<file path="src/rtl/rfbc8_pkg.sv">
// Shared constants, types and the CRC-8 step for the response frame builder.
package rfbc8_pkg;

  localparam int unsigned BYTE_W    = 8;
  localparam int unsigned LEN_W     = 3;
  localparam int unsigned IDX_W     = 4;
  localparam int unsigned FLEN_W    = 4;
  localparam int unsigned PAY_COUNT = 4;

  localparam logic [BYTE_W-1:0] SYNC_FIRST  = 8'hAA;
  localparam logic [BYTE_W-1:0] SYNC_SECOND = 8'h55;
  localparam logic [BYTE_W-1:0] CRC_POLY    = 8'h07;
  localparam logic [BYTE_W-1:0] CRC_INIT    = 8'h00;
  localparam logic [LEN_W-1:0]  MAX_PAYLOAD = 3'd4;

  // Byte positions inside a frame
  localparam logic [IDX_W-1:0] POS_SYNC0   = 4'd0;
  localparam logic [IDX_W-1:0] POS_SYNC1   = 4'd1;
  localparam logic [IDX_W-1:0] POS_CMD     = 4'd2;
  localparam logic [IDX_W-1:0] POS_LEN     = 4'd3;
  localparam logic [IDX_W-1:0] POS_PAY0    = 4'd4;
  localparam logic [IDX_W-1:0] POS_PAY_END = 4'd7;
  localparam logic [IDX_W-1:0] POS_LAST    = 4'd8;

  // Header bytes plus the CRC byte
  localparam logic [FLEN_W-1:0] FRAME_OVERHEAD = 4'd5;

  // Commands from controller to datapath
  typedef struct packed {
    logic load;
    logic emit;
  } rfbc8_cmd_t;

  // Status from datapath to controller
  typedef struct packed {
    logic last_byte;
  } rfbc8_status_t;

  // Fold one byte into the CRC, MSB first, no reflection
  function automatic logic [BYTE_W-1:0] crc8_update(input logic [BYTE_W-1:0] crc,
                                                    input logic [BYTE_W-1:0] data);
    logic [BYTE_W-1:0] c;
    c = crc ^ data;
    for (int b = 0; b < BYTE_W; b++) begin
      if (c[BYTE_W-1]) begin
        c = {c[BYTE_W-2:0], 1'b0} ^ CRC_POLY;
      end else begin
        c = {c[BYTE_W-2:0], 1'b0};
      end
    end
    return c;
  endfunction

endpackage

</file>
<file path="src/rtl/response_frame_builder_crc8.sv">
// Top level of the response frame builder with CRC-8 (poly 0x07).
//
// Request side: drive cmd, payload_len and pay0..pay3 with start high; the
// request is taken at a rising edge where start is high and busy is low.
// A payload_len above four is treated as four.
// Result side: the frame leaves as one beat per byte on out_byte, each
// marked by strobe for exactly one cycle: 0xAA, 0x55, cmd, length, the
// payload bytes, then the CRC-8 over all earlier bytes. is_last marks the
// CRC byte and every beat carries frame_length (payload length plus five).
// The accepting edge moves the controller to SEND, the first beat is then
// registered, and the beats of a frame follow on consecutive cycles.
// Throughput: frames may go back to back, set by the
// single byte-wide CRC unit that folds in one byte per cycle; busy drops
// while the CRC byte is prepared, so a new request may be taken then.
// The receiver cannot stall; every beat must be taken when it is shown.
// Reset (rst, synchronous, active high) returns the controller to idle and
// clears strobe and is_last; a frame in flight is dropped.
module response_frame_builder_crc8 (
  input  logic                         clk,
  input  logic                         rst,
  input  logic                         start,
  output logic                         busy,
  input  logic [rfbc8_pkg::BYTE_W-1:0] cmd,
  input  logic [rfbc8_pkg::LEN_W-1:0]  payload_len,
  input  logic [rfbc8_pkg::BYTE_W-1:0] pay0,
  input  logic [rfbc8_pkg::BYTE_W-1:0] pay1,
  input  logic [rfbc8_pkg::BYTE_W-1:0] pay2,
  input  logic [rfbc8_pkg::BYTE_W-1:0] pay3,
  output logic                         strobe,
  output logic [rfbc8_pkg::BYTE_W-1:0] out_byte,
  output logic                         is_last,
  output logic [rfbc8_pkg::FLEN_W-1:0] frame_length
);
  import rfbc8_pkg::*;

  rfbc8_cmd_t    ctrl_cmd;
  rfbc8_status_t dp_status;

  rfbc8_ctrl u_ctrl (
    .clk    (clk),
    .rst    (rst),
    .start  (start),
    .busy   (busy),
    .cmd_o  (ctrl_cmd),
    .status (dp_status)
  );

  rfbc8_dp u_dp (
    .clk          (clk),
    .rst          (rst),
    .cmd_i        (ctrl_cmd),
    .status       (dp_status),
    .cmd          (cmd),
    .payload_len  (payload_len),
    .pay0         (pay0),
    .pay1         (pay1),
    .pay2         (pay2),
    .pay3         (pay3),
    .strobe       (strobe),
    .out_byte     (out_byte),
    .is_last      (is_last),
    .frame_length (frame_length)
  );

endmodule

</file>
<file path="src/rtl/rfbc8_ctrl.sv">
// Controller state machine: sequences request capture and byte emission.
module rfbc8_ctrl (
  input  logic                   clk,
  input  logic                   rst,
  input  logic                   start,
  output logic                   busy,
  output rfbc8_pkg::rfbc8_cmd_t    cmd_o,
  input  rfbc8_pkg::rfbc8_status_t status
);
  import rfbc8_pkg::*;

  typedef enum logic {
    IDLE,
    SEND
  } state_t;

  state_t state;
  state_t state_next;

  // Free the request side while the CRC byte goes out
  assign busy       = (state == SEND) && !status.last_byte;
  assign cmd_o.load = start && !busy;
  assign cmd_o.emit = (state == SEND);

  // Advance the frame sequence
  always_comb begin
    state_next = state;
    case (state)
      IDLE: begin
        if (cmd_o.load) state_next = SEND;
      end
      SEND: begin
        if (status.last_byte && !cmd_o.load) state_next = IDLE;
      end
      default: state_next = IDLE;
    endcase
  end

  // Hold state
  always_ff @(posedge clk) begin
    if (rst) begin
      state <= IDLE;
    end else begin
      state <= state_next;
    end
  end

endmodule

</file>
<file path="src/rtl/rfbc8_dp.sv">
// Datapath: request registers, byte selector, running CRC and output beat.
module rfbc8_dp (
  input  logic                                clk,
  input  logic                                rst,
  input  rfbc8_pkg::rfbc8_cmd_t               cmd_i,
  output rfbc8_pkg::rfbc8_status_t            status,
  input  logic [rfbc8_pkg::BYTE_W-1:0]        cmd,
  input  logic [rfbc8_pkg::LEN_W-1:0]         payload_len,
  input  logic [rfbc8_pkg::BYTE_W-1:0]        pay0,
  input  logic [rfbc8_pkg::BYTE_W-1:0]        pay1,
  input  logic [rfbc8_pkg::BYTE_W-1:0]        pay2,
  input  logic [rfbc8_pkg::BYTE_W-1:0]        pay3,
  output logic                                strobe,
  output logic [rfbc8_pkg::BYTE_W-1:0]        out_byte,
  output logic                                is_last,
  output logic [rfbc8_pkg::FLEN_W-1:0]        frame_length
);
  import rfbc8_pkg::*;

  logic [BYTE_W-1:0] cmd_r;
  logic [BYTE_W-1:0] pay_r [PAY_COUNT];
  logic [LEN_W-1:0]  len_r;
  logic [IDX_W-1:0]  idx;
  logic [BYTE_W-1:0] crc;
  logic [LEN_W-1:0]  len_sat;
  logic [BYTE_W-1:0] body_byte;
  logic              last_byte;

  // Clamp oversized lengths to the payload capacity
  assign len_sat = (payload_len > MAX_PAYLOAD) ? MAX_PAYLOAD : payload_len;

  // The CRC byte sits right after the last payload byte
  assign last_byte        = (idx == (IDX_W'(len_r) + POS_PAY0));
  assign status.last_byte = last_byte;

  // Select the current body byte
  always_comb begin
    case (idx) inside
      POS_SYNC0:              body_byte = SYNC_FIRST;
      POS_SYNC1:              body_byte = SYNC_SECOND;
      POS_CMD:                body_byte = cmd_r;
      POS_LEN:                body_byte = BYTE_W'(len_r);
      [POS_PAY0:POS_PAY_END]: body_byte = pay_r[idx[1:0]];
      default:                body_byte = crc;
    endcase
  end

  // Capture the request, or advance index and CRC
  always_ff @(posedge clk) begin
    if (cmd_i.load) begin
      cmd_r    <= cmd;
      pay_r[0] <= pay0;
      pay_r[1] <= pay1;
      pay_r[2] <= pay2;
      pay_r[3] <= pay3;
      len_r    <= len_sat;
      idx      <= POS_SYNC0;
      crc      <= CRC_INIT;
    end else if (cmd_i.emit && !last_byte) begin
      idx <= idx + 1'b1;
      crc <= crc8_update(crc, body_byte);
    end
  end

  // Drive the output beat
  always_ff @(posedge clk) begin
    if (rst) begin
      strobe  <= 1'b0;
      is_last <= 1'b0;
    end else begin
      strobe  <= cmd_i.emit;
      is_last <= cmd_i.emit && last_byte;
    end
  end

  always_ff @(posedge clk) begin
    if (cmd_i.emit) begin
      out_byte     <= last_byte ? crc : body_byte;
      frame_length <= FLEN_W'(len_r) + FRAME_OVERHEAD;
    end
  end

  // Checks
  a_last_has_strobe: assert property (@(posedge clk) disable iff (rst)
    is_last |-> strobe)
    else $error("is_last raised without a beat");

  a_frame_contiguous: assert property (@(posedge clk) disable iff (rst)
    (strobe && !is_last) |=> strobe)
    else $error("frame beats not contiguous");

  a_length_steady: assert property (@(posedge clk) disable iff (rst)
    (strobe && !is_last) |=> (frame_length == $past(frame_length)))
    else $error("frame_length changed inside a frame");

  a_emit_in_range: assert property (@(posedge clk) disable iff (rst)
    cmd_i.emit |-> (idx <= POS_LAST))
    else $error("byte index beyond frame end");

endmodule

</file>
<file path="config.mk">
export PLATFORM = sky130hd
export DESIGN_NAME = response_frame_builder_crc8
export DESIGN_NICKNAME = d
export VERILOG_FILES = /design/src/rtl/rfbc8_pkg.sv /design/src/rtl/response_frame_builder_crc8.sv /design/src/rtl/rfbc8_ctrl.sv /design/src/rtl/rfbc8_dp.sv
export SDC_FILE = /design/constraint.sdc
export NUM_CORES = 1
export LEC_CHECK = 0
export BUFFER_PORTS_ARGS = -buffer_cell sky130_fd_sc_hd__clkbuf_2
export CAP_MARGIN = 20
export CORE_MARGIN = 10
export CORE_UTILIZATION = 56
export CTS_BUF_LIST = sky130_fd_sc_hd__clkbuf_4 sky130_fd_sc_hd__clkbuf_8 sky130_fd_sc_hd__clkbuf_16
export DETAILED_ROUTE_END_ITERATION = 10
export PLACE_DENSITY = 0.79
export REMOVE_ABC_BUFFERS = 1
export SETUP_SLACK_MARGIN = 0.3
export SYNTH_ARGS = -nofsm -noshare
export SYNTH_HDL_FRONTEND = slang
export SYNTH_SLANG_ARGS = --single-unit
export TNS_END_PERCENT = 30
</file>
<file path="constraint.sdc">
create_clock -name clk -period 3.55 [get_ports clk]
set_clock_uncertainty 0.05 [all_clocks]
set_input_delay 0 -clock clk [delete_from_list [all_inputs] [get_ports clk]]
set_output_delay 0 -clock clk [all_outputs]
set_load 0.05 [all_outputs]
</file>
# ---- Yosys cells after proc, flatten, opt, wreduce, memory -nomap -nowiden
# Memory sizes are Yosys's and may differ from the RTL's. A register that Yosys moved wholly into a read port is not among the register bits.
# Index checks and enable logic that the tools add are counted.
# W data, S select, Z words.
dict set report classes {
  multipliers 0
  n_bitwise 10
  eq_ne 4
  add_sub_neg 3
  div_mod_pow 0
  reduce_logical 9
  n_mux 34
  order_cmp 3
  shifts 0
}
# op count
set ops {}
lappend ops {{$mux W8} 20}
lappend ops {{$mux W3} 8}
lappend ops {{$not A3 Y3} 8}
lappend ops {{$add A3 B3 Y4 const B} 2}
lappend ops {{$eq A4 B2 Y1 const B} 2}
lappend ops {{$xor A8 B8 Y8} 1}
lappend ops {{$logic_and A1 B1 Y1} 5}
lappend ops {{$add A4 B1 Y4 const B} 1}
lappend ops {{$eq A4 B1 Y1 const B} 1}
lappend ops {{$eq A4 B4 Y1} 1}
lappend ops {{$ge A4 B3 Y1 const B} 1}
lappend ops {{$le A4 B3 Y1 const B} 1}
lappend ops {{$logic_not A4 Y1} 1}
lappend ops {{$mux W2} 2}
lappend ops {{$gt A3 B3 Y1 const B} 1}
lappend ops {{$logic_not A1 Y1} 3}
lappend ops {{$mux W1} 3}
lappend ops {{$pmux W1 S2} 1}
lappend ops {{$not A1 Y1} 1}
dict set report word_totals {
  wordCells 73
  output_inout_bits 15
  latch_bits 0
  mem_bits_ro 0
  regBits 38
  n_memories 1
  ramBits 32
}
# name words word_bits rd rd_clocked_by_memory_dff write_ports line_no
set memory_table {}
lappend memory_table {u_dp.pay_r 4 8 1 1 4 rfbc8_dp.sv:21} ;# logic [BYTE_W-1:0] pay_r [PAY_COUNT];

# ---- Longest topological paths before layout
# Gate-level depths: netlist of the first run.
dict set report depth {
  depth_word 38
  ltp_mapped 11
}

# ---- Hierarchy
# From an unflattened synthesis of the first run, not the netlist that was laid out.
dict set report unflattened {
  hier_cells 286
  hier_area_um2 3537.1
}
# module cells_each seq_area_each_um2 n_inst area_each_um2
set modules_own_cells {}
lappend modules_own_cells {rfbc8_dp 281 1971.9 1 3479.6}
lappend modules_own_cells {rfbc8_ctrl 5 20.0 1 57.6}

# ---- Worst setup path after synthesis of the first run
# Ideal clock, no wire load.
dict set report synth_timing {
  kind {register to register}
  from {reg u_dp.idx[3]}
  to {reg u_dp.cmd_r[0], enable pin}
  period_less_slack_ps 2979
  path_slack_ps 571
  path_buffers 3
  path_stages_with_launch 9
  required_ps 3095
  t_arrival_ps 2524
  cell_sequence {dfxtp_1 buf_2 clkbuf_1 nand2_1 o22ai_1 nand3_1 nand2_1 clkbuf_1 and2_1}
}
# item line_no
set synth_rtl {}
lappend synth_rtl {{start: declaration} rfbc8_dp.sv:23} ;# logic [IDX_W-1:0] idx;
lappend synth_rtl {{start signal: assignment} rfbc8_dp.sv:60} ;# idx <= idx + 1'b1;
lappend synth_rtl {{end signal: assignment} rfbc8_dp.sv:51} ;# cmd_r <= cmd;
lappend synth_rtl {{end: declaration} rfbc8_dp.sv:20} ;# logic [BYTE_W-1:0] cmd_r;

# ---- Worst setup path in the final report of the first run
dict set report layout_timing {
  from {reg u_dp.idx[0]}
  to {reg u_dp.crc[3]}
}
dict set report layout_between {
  elab_chain_len 27
  word_cells_on_any_way 39
  cone_classes {order compare (2); eq/ne (4); mux (23); bitwise (4); reduce/logical (6)}
}
# item line_no
set layout_lines {}
lappend layout_lines {{$ge A4 B3 Y1 (no line) or $le A4 B3 Y1 (tied branches)} --}
lappend layout_lines {{$logic_and A1 B1 Y1 (no line)} --}
lappend layout_lines {{$mux W8 (5 in series)} rfbc8_dp.sv:38} ;# case (idx) inside
lappend layout_lines {{$xor A8 B8 Y8} rfbc8_pkg.sv:43} ;# c = crc ^ data;
lappend layout_lines {{$mux W8} rfbc8_dp.sv:59} ;# end else if (cmd_i.emit && !last_byte) begin
lappend layout_lines {{$mux W8} rfbc8_dp.sv:50} ;# if (cmd_i.load) begin
lappend layout_lines {{$mux W8} rfbc8_dp.sv:59}
lappend layout_lines {{$mux W8} rfbc8_dp.sv:50}
lappend layout_lines {{[7 not listed]} --}
lappend layout_lines {{$not A3 Y3 (no line)} --}
lappend layout_lines {{$mux W3} rfbc8_pkg.sv:45} ;# if (c[BYTE_W-1]) begin
lappend layout_lines {{$mux W8} rfbc8_dp.sv:59}
lappend layout_lines {{$mux W8} rfbc8_dp.sv:50}
lappend layout_lines {{$not A3 Y3 (no line)} --}
lappend layout_lines {{$mux W3} rfbc8_pkg.sv:45}
lappend layout_lines {{$mux W8} rfbc8_dp.sv:59}
lappend layout_lines {{$mux W8} rfbc8_dp.sv:50}
lappend layout_lines {{end signal: assignment} rfbc8_dp.sv:61} ;# crc <= crc8_update(crc, body_byte);
lappend layout_lines {{end: declaration} rfbc8_dp.sv:24} ;# logic [BYTE_W-1:0] crc;
# Parallel ways exist; a longest one is shown, timed or not. The select of a mux whose other input is x is not followed.
# A chain may end at the register's enable or synchronous reset.

==> impl_metrics.toml, run 1 <==
[worst_setup_path]
critPathLaunchType = "flop"
max_stage_delay_ns = 0.49
slowest_stage = "dfxtp_1"
worstPathCellList = "inv_1, ha_1, or3b_1, o2111a_1, or4_1, o2111a_1, a211o_1, and2_0, a211o_1"
worst-path-buf-inv = 1
crit_arrival_ns = 3.21
rrSetupSlack_ns = 0.52
worstPathRequired_ns = 3.73
critical_path_class = "reg2reg"
worstSetupEndpointType = "flop"
cp_top_family = "simple AND/OR/NAND/NOR gates"
critPathMaxFanout = 14

[sta]
finalCritPeriodShare = 0.8528
setup_violations = 0
hold_viol = 0
final.min_clock_period_ns = 3.027
maxSlewHeadroom = 0.6082
drv_slew = 0
setup_slack_ns = 0.5227
max_freq_mhz = 330.3
setup-tns-final_ns = 0
rsz0062_at_grt = "true"
worst_pin_slew_ns = 0.5798

[layout]
area_growth_pct = 29.43
fin_nets = 440
num_antenna_cells = 0
final_cell_mix = "60 x clkbuf_2, 55 x edfxtp_1, 45 x dlygate4sd3_1"
final-seq-area_sq_um = 1992
fill_cells = 366
layout_commonest_cell = "clkbuf_2"
multi_input_area_sq_um = 1384
layout-drive-gt1-share = 0.2513

[power_and_ir_drop]
p_clk_frac = 0.232
peakVddDrop_mv = 0.3872
p_leak_nw = 1.802
p_per_area_nw_per_um2 = 624.8
switchingPower_mw = 0.9619
p_int_mw = 1.864
power.total_mw = 2.826
pwr-share-seq = 0.397
comb_power_share = 0.371
switching_share = 0.3403

[detailed_routing]
first_pass_iters = 4
finalWirelength_um = 8925
ant_nets = 0
first_iter_violations = 269
post_drt_wl_per_cell_um = 19.03
vias_per_cell = 5.606
num_vias = 2629
drt_drc_violations_left = 0

[global_routing]
grt_max_degree = 44
antenna_found_initial = 0
grt_pass1_wl_um = 14690
grt_overflow = 0
first_global_vias = 2758
track_usage = 0.1882

[placed_design]
place_congestion = 0.9309
portBuffers = 60
pre_cts_ws_ns = 0.5897
dp_hpwl_um = 5392

[clock_tree]
clock_path_buffers = 2
cts.sinks = 72
cts-htree-levels = 3
clk_latency_ns = 0.35
cts-root-buf = "clkbuf_8"
path_clk_slew_ns = 0.09
tritoncts = "done"
cts_inserted_buffers = 9

[die]
core_area_sq_um = 5991
die_h_um = 99.00
dieArea_sq_um = 9800
io_pins = 61
fp-row-count = 28
dieWidth_um = 99.00
start_util = 0.5833

[logic_synthesis]
synth-seq-cells = 72
synth_cell_types = 57
yosysWarnings = 0
syn_area_sq_um = 3495
synth_cells = 283
ys_seq_area_frac = 0.5700
avgSynthCellArea_sq_um = 12.35
synth_ff_type = "edfxtp_1"
synth_enable_flop_cells = 55
async_reset_ff_frac = 0

[run_status]
outcome = "complete, no violations"

[worst_hold_path]
hp-class = "in2reg"

[run]
maxCapViolCount = 0
==> area by class of cell <==
cell class	count	area share
Sequential cell	72	0.4404
Multi-Input combinational cell	183	0.3059
Timing Repair Buffer	111	0.1787
Clock buffer	10	0.02905
Tap cell	75	0.02075
Clock inverter	6	0.01521
Inverter	12	0.009959
==> sequential cells by signal (all words and copies together) (netlist names), named ones only <==
name,count
u_dp.pay_r,32
u_dp.strobe,1
u_dp.crc,8
u_dp.idx,4
u_dp.len_r,3
u_dp.is_last,1
u_dp.out_byte,8
u_dp.cmd_r,8
u_dp.frame_length,4
u_ctrl.state,1
==> logic make-up (layout without fill, tap and decap cells) <==
group | count (synthesis) | count (layout) | synth area share
AND/OR/NAND/NOR | 74 | 74 | 0.1139
flip-flops | 72 | 72 | 0.5700
AO/OA/AOI/OAI | 71 | 71 | 0.1378
buffers and inverters | 28 | 139 | 0.03473
multiplexers | 17 | 17 | 0.07376
XOR/XNOR | 16 | 16 | 0.05191
adder cells (fa/ha/maj) | 5 | 5 | 0.01790
==> metal layers <==
| layer | up-vias | track usage | wire length [um] |
|---|---|---|---|
| met1 | 1230 | 0.2196 | 3655 |
| li1 | 1272 | - | - |
| met3 | 18 | 0.07193 | 747 |
| met2 | 109 | 0.3106 | 4341 |
| met4 | 0 | 0.06174 | 180 |
| met5 | - | 0 | 0 |
==> synthesized netlist by cell type (3+ instances only) <==
| cell type | count | share of area |
|---|---|---|
| nor2b_1 | 7 | 0.013 |
| dfxtp_1 | 17 | 0.097 |
| o31ai_1 | 3 | 0.0064 |
| nand3b_1 | 3 | 0.0064 |
| xor2_1 | 3 | 0.0075 |
| buf_2 | 7 | 0.010 |
| a21oi_1 | 14 | 0.020 |
| and3b_1 | 3 | 0.0075 |
| edfxtp_1 | 55 | 0.47 |
| mux4_1 | 4 | 0.030 |
| or3_1 | 4 | 0.0072 |
| xnor3_1 | 3 | 0.019 |
| nor3_1 | 5 | 0.0072 |
| xnor2_1 | 10 | 0.025 |
| o21ai_0 | 18 | 0.026 |
| a21o_1 | 4 | 0.0086 |
| nand2_1 | 13 | 0.014 |
| o22ai_1 | 5 | 0.0090 |
| nand3_1 | 6 | 0.0086 |
| mux2i_1 | 4 | 0.011 |
| clkbuf_1 | 8 | 0.0086 |
| nor2_1 | 18 | 0.019 |
| o21a_1 | 3 | 0.0064 |
| or2_2 | 3 | 0.0054 |
| ha_1 | 5 | 0.018 |
| inv_1 | 12 | 0.013 |
| mux2_2 | 8 | 0.026 |
==> stage by stage <==
| step | hold WS, ns | cells | utilization | instance area [sq um] |
|---|---|---|---|---|
| 3_5_place_dp | 0.1287 | 408 | 0.6462 | 3871 |
| 3_3_place_gp | 0.1272 | 408 | 0.6462 | 3871 |
| 2_1_floorplan | 0.02238 | 267 | - | 3418 |
| 4_1_cts | 0.2962 | 469 | 0.7548 | 4522 |
| 6_report | 0.3007 | 469 | 0.7550 | 4523 |
| 5_1_grt | 0.3074 | 469 | 0.7550 | 4523 |
==> what timing repair did <==
item	4_1_cts	5_1_grt
hold buffers	45	0
endpoints found under the setup margin	0	2
gates resized for setup	0	1
buffers inserted	0	0
hold endpoints to repair	48	0
==> path summary, 6_finish.rpt <==
kind,from,endpoint,cells after the start
setup reg to reg,u_dp.idx[0],u_dp.crc[3],9
setup / recovery,u_dp.idx[0],u_dp.crc[3],9
hold / removal,pay1[3],u_dp.pay_r[1][3],2
hold reg to reg,u_dp.crc[7],u_dp.crc[7],2
==> power groups by stage <==
stage | clock [mW] | sequential, mW | combinational [mW]
finish | 0.655 | 1.12 | 1.05
global route | 0.700 | 1.13 | 1.15
global placement | 0 | 1.13 | 0.980
floorplan | 0 | 1.18 | 0.717
detailed placement | 0 | 1.13 | 0.990
CTS | 0.657 | 1.12 | 1.04
No activity file was read; power rests on OpenSTA's default activity.
==> run 2: changes to the inputs <==
--- a/config.mk
+++ b/config.mk
@@ -8,10 +8,10 @@
 export BUFFER_PORTS_ARGS = -buffer_cell sky130_fd_sc_hd__clkbuf_2
 export CAP_MARGIN = 20
 export CORE_MARGIN = 10
-export CORE_UTILIZATION = 56
+export CORE_UTILIZATION = 40
 export CTS_BUF_LIST = sky130_fd_sc_hd__clkbuf_4 sky130_fd_sc_hd__clkbuf_8 sky130_fd_sc_hd__clkbuf_16
 export DETAILED_ROUTE_END_ITERATION = 10
-export PLACE_DENSITY = 0.79
+export PLACE_DENSITY = 0.62
 export REMOVE_ABC_BUFFERS = 1
 export SETUP_SLACK_MARGIN = 0.3
 export SYNTH_ARGS = -nofsm -noshare
==> constraint.sdc (replaced) <==
create_clock -name clk -period 2.5 [get_ports clk]
set_clock_uncertainty 0.05 [all_clocks]
set_input_delay 0 -clock clk [delete_from_list [all_inputs] [get_ports clk]]
set_output_delay 0 -clock clk [all_outputs]
set_load 0.05 [all_outputs]
==> impl_metrics.toml, run 2 (synthesized netlist as in run 1, its figures left out) <==
[placed_design]
dp_cells = 487
pre_cts_ws_ns = -0.2187
place_area_sq_um = 4270
dp_hpwl_um = 6321
place_congestion = 0.8858
portBuffers = 60

[worst_setup_path]
critPathMaxFanout = 4
worstSetupEndpointType = "flop"
critical_path_class = "reg2reg"
reg2reg_depth = 9
worstPathRequired_ns = 2.69
critPathLaunchType = "flop"
crit_arrival_ns = 2.68

[power_and_ir_drop]
p_per_area_nw_per_um2 = 906.4
peakVddDrop_mv = 0.4016
p_leak_nw = 2.158

[worst_hold_path]
hp-class = "in2reg"
min_path_cells = 2

[global_routing]
track_usage = 0.1455
grt_overflow = 0
antenna_found_initial = 0
first_global_vias = 3054
grt_max_degree = 38
grt_pass1_wl_um = 15060

[detailed_routing]
first_pass_iters = 4
post_drt_wl_per_cell_um = 16.54
num_vias = 2858
ant_nets = 0
drt_drc_violations_left = 0
vias_per_cell = 5.122
finalWirelength_um = 9232
first_iter_violations = 128

[sta]
setup_slack_ns = 0.01110
maxSlewHeadroom = 0.7517
final.min_clock_period_ns = 2.489
max_freq_mhz = 401.8
rsz0062_at_grt = "true"
timing.hold.ws_ns = 0.3175
finalCritPeriodShare = 0.9956
setup_violations = 0
drv_slew = 0
worst_pin_slew_ns = 0.3693
hold_viol = 0

[die]
dieWidth_um = 113.5
dieArea_sq_um = 12880
io_pins = 61
start_util = 0.4067
core_area_sq_um = 8593
die_h_um = 113.5
fp-row-count = 34

[run_status]
outcome = "complete, no violations"

[clock_tree]
path_clk_slew_ns = 0.08
clock_path_buffers = 2
tritoncts = "done"
cts-root-buf = "clkbuf_8"
clk_latency_ns = 0.35
cts_inserted_buffers = 9
cts-htree-levels = 3
cts.sinks = 72

[layout]
layout-drive-gt1-share = 0.4378
postLayoutCellArea_sq_um = 5311
fin_util = 0.6181
num_antenna_cells = 0
regMostFlops = "u_dp.pay_r"
fin_nets = 496
fin_cells = 558
largest_register_ffs = 32
layout_commonest_cell = "clkbuf_2"
final_cell_mix = "59 x clkbuf_2, 55 x edfxtp_1, 54 x buf_4"
area_growth_pct = 51.99

[run]
maxCapViolCount = 0
==> run 2: cell count changes in the layout (fill, tap and decap cells not counted), sizes merged <==
cell,delta
buf,+56
clkinv,-3
bufinv,+2
inv,+1
==> run 2: critical path: stages (launching register included) <==
cell and delay [ns]:
dfxtp_2 0.37, buf_6 0.12, ha_4 0.13, or3b_1 0.35
o2111a_1 0.16, or4_4 0.43, o2111a_1 0.16, a211o_1 0.25
and2_0 0.13, a211o_1 0.24
==> run 2: what timing repair did <==
action,CTS,global route
endpoints found under the hold margin,48,0
pin swaps,22,7
setup buffers,7,3
hold buffers,45,0
setup endpoints to repair,50,12
resized for setup,63,8
==> run 2: report_power, final <==
| part | internal, mW | total (mW) | switching (mW) |
|---|---|---|---|
| registers | 1.46 | 1.58 | 0.118 |
| clock network | 0.681 | 1.14 | 0.462 |
| logic | 1.13 | 2.09 | 0.963 |
| total | 3.27 | 4.81 | 1.54 |
==> run 2: cell type report <==
class                           count  area, sq um
Inverter                           12        50.05
Fill cell                         668         3282
Clock buffer                       10        131.4
Clock inverter                      6        115.1
Tap cell                          108        135.1
Timing Repair Buffer              167         1266
Sequential cell                    72         2003
Multi-Input combinational cell    183         1610
==> run 2: final timing paths <==
check | startpoint | slack [ns] | end
max reg2reg | u_dp.idx[0] | 0.01 | u_dp.crc[3]
min reg2reg | u_dp.crc[7] | 0.48 | u_dp.crc[7]
min | pay3[1] | 0.32 | u_dp.pay_r[3][1]
max | u_dp.idx[0] | 0.01 | u_dp.crc[3]
==> run 2: through the flow <==
stage                       TNS, ns  power (mW)
after CTS                 -0.001255       4.757
final                             0       4.814
after global routing        -0.2476       5.106
after detailed placement     -1.193       3.255
after floorplan              -27.43       2.696
after global placement      -0.7008       3.212
==> run 2: per-layer routing <==
metal | track usage | part of all wire | vias up
li1 | - | - | 1391
met1 | 0.1643 | 0.40 | 1353
met2 | 0.2512 | 0.51 | 93
met3 | 0.04514 | 0.071 | 21
met4 | 0.05499 | 0.020 | 0
met5 | 0 | 0 | -
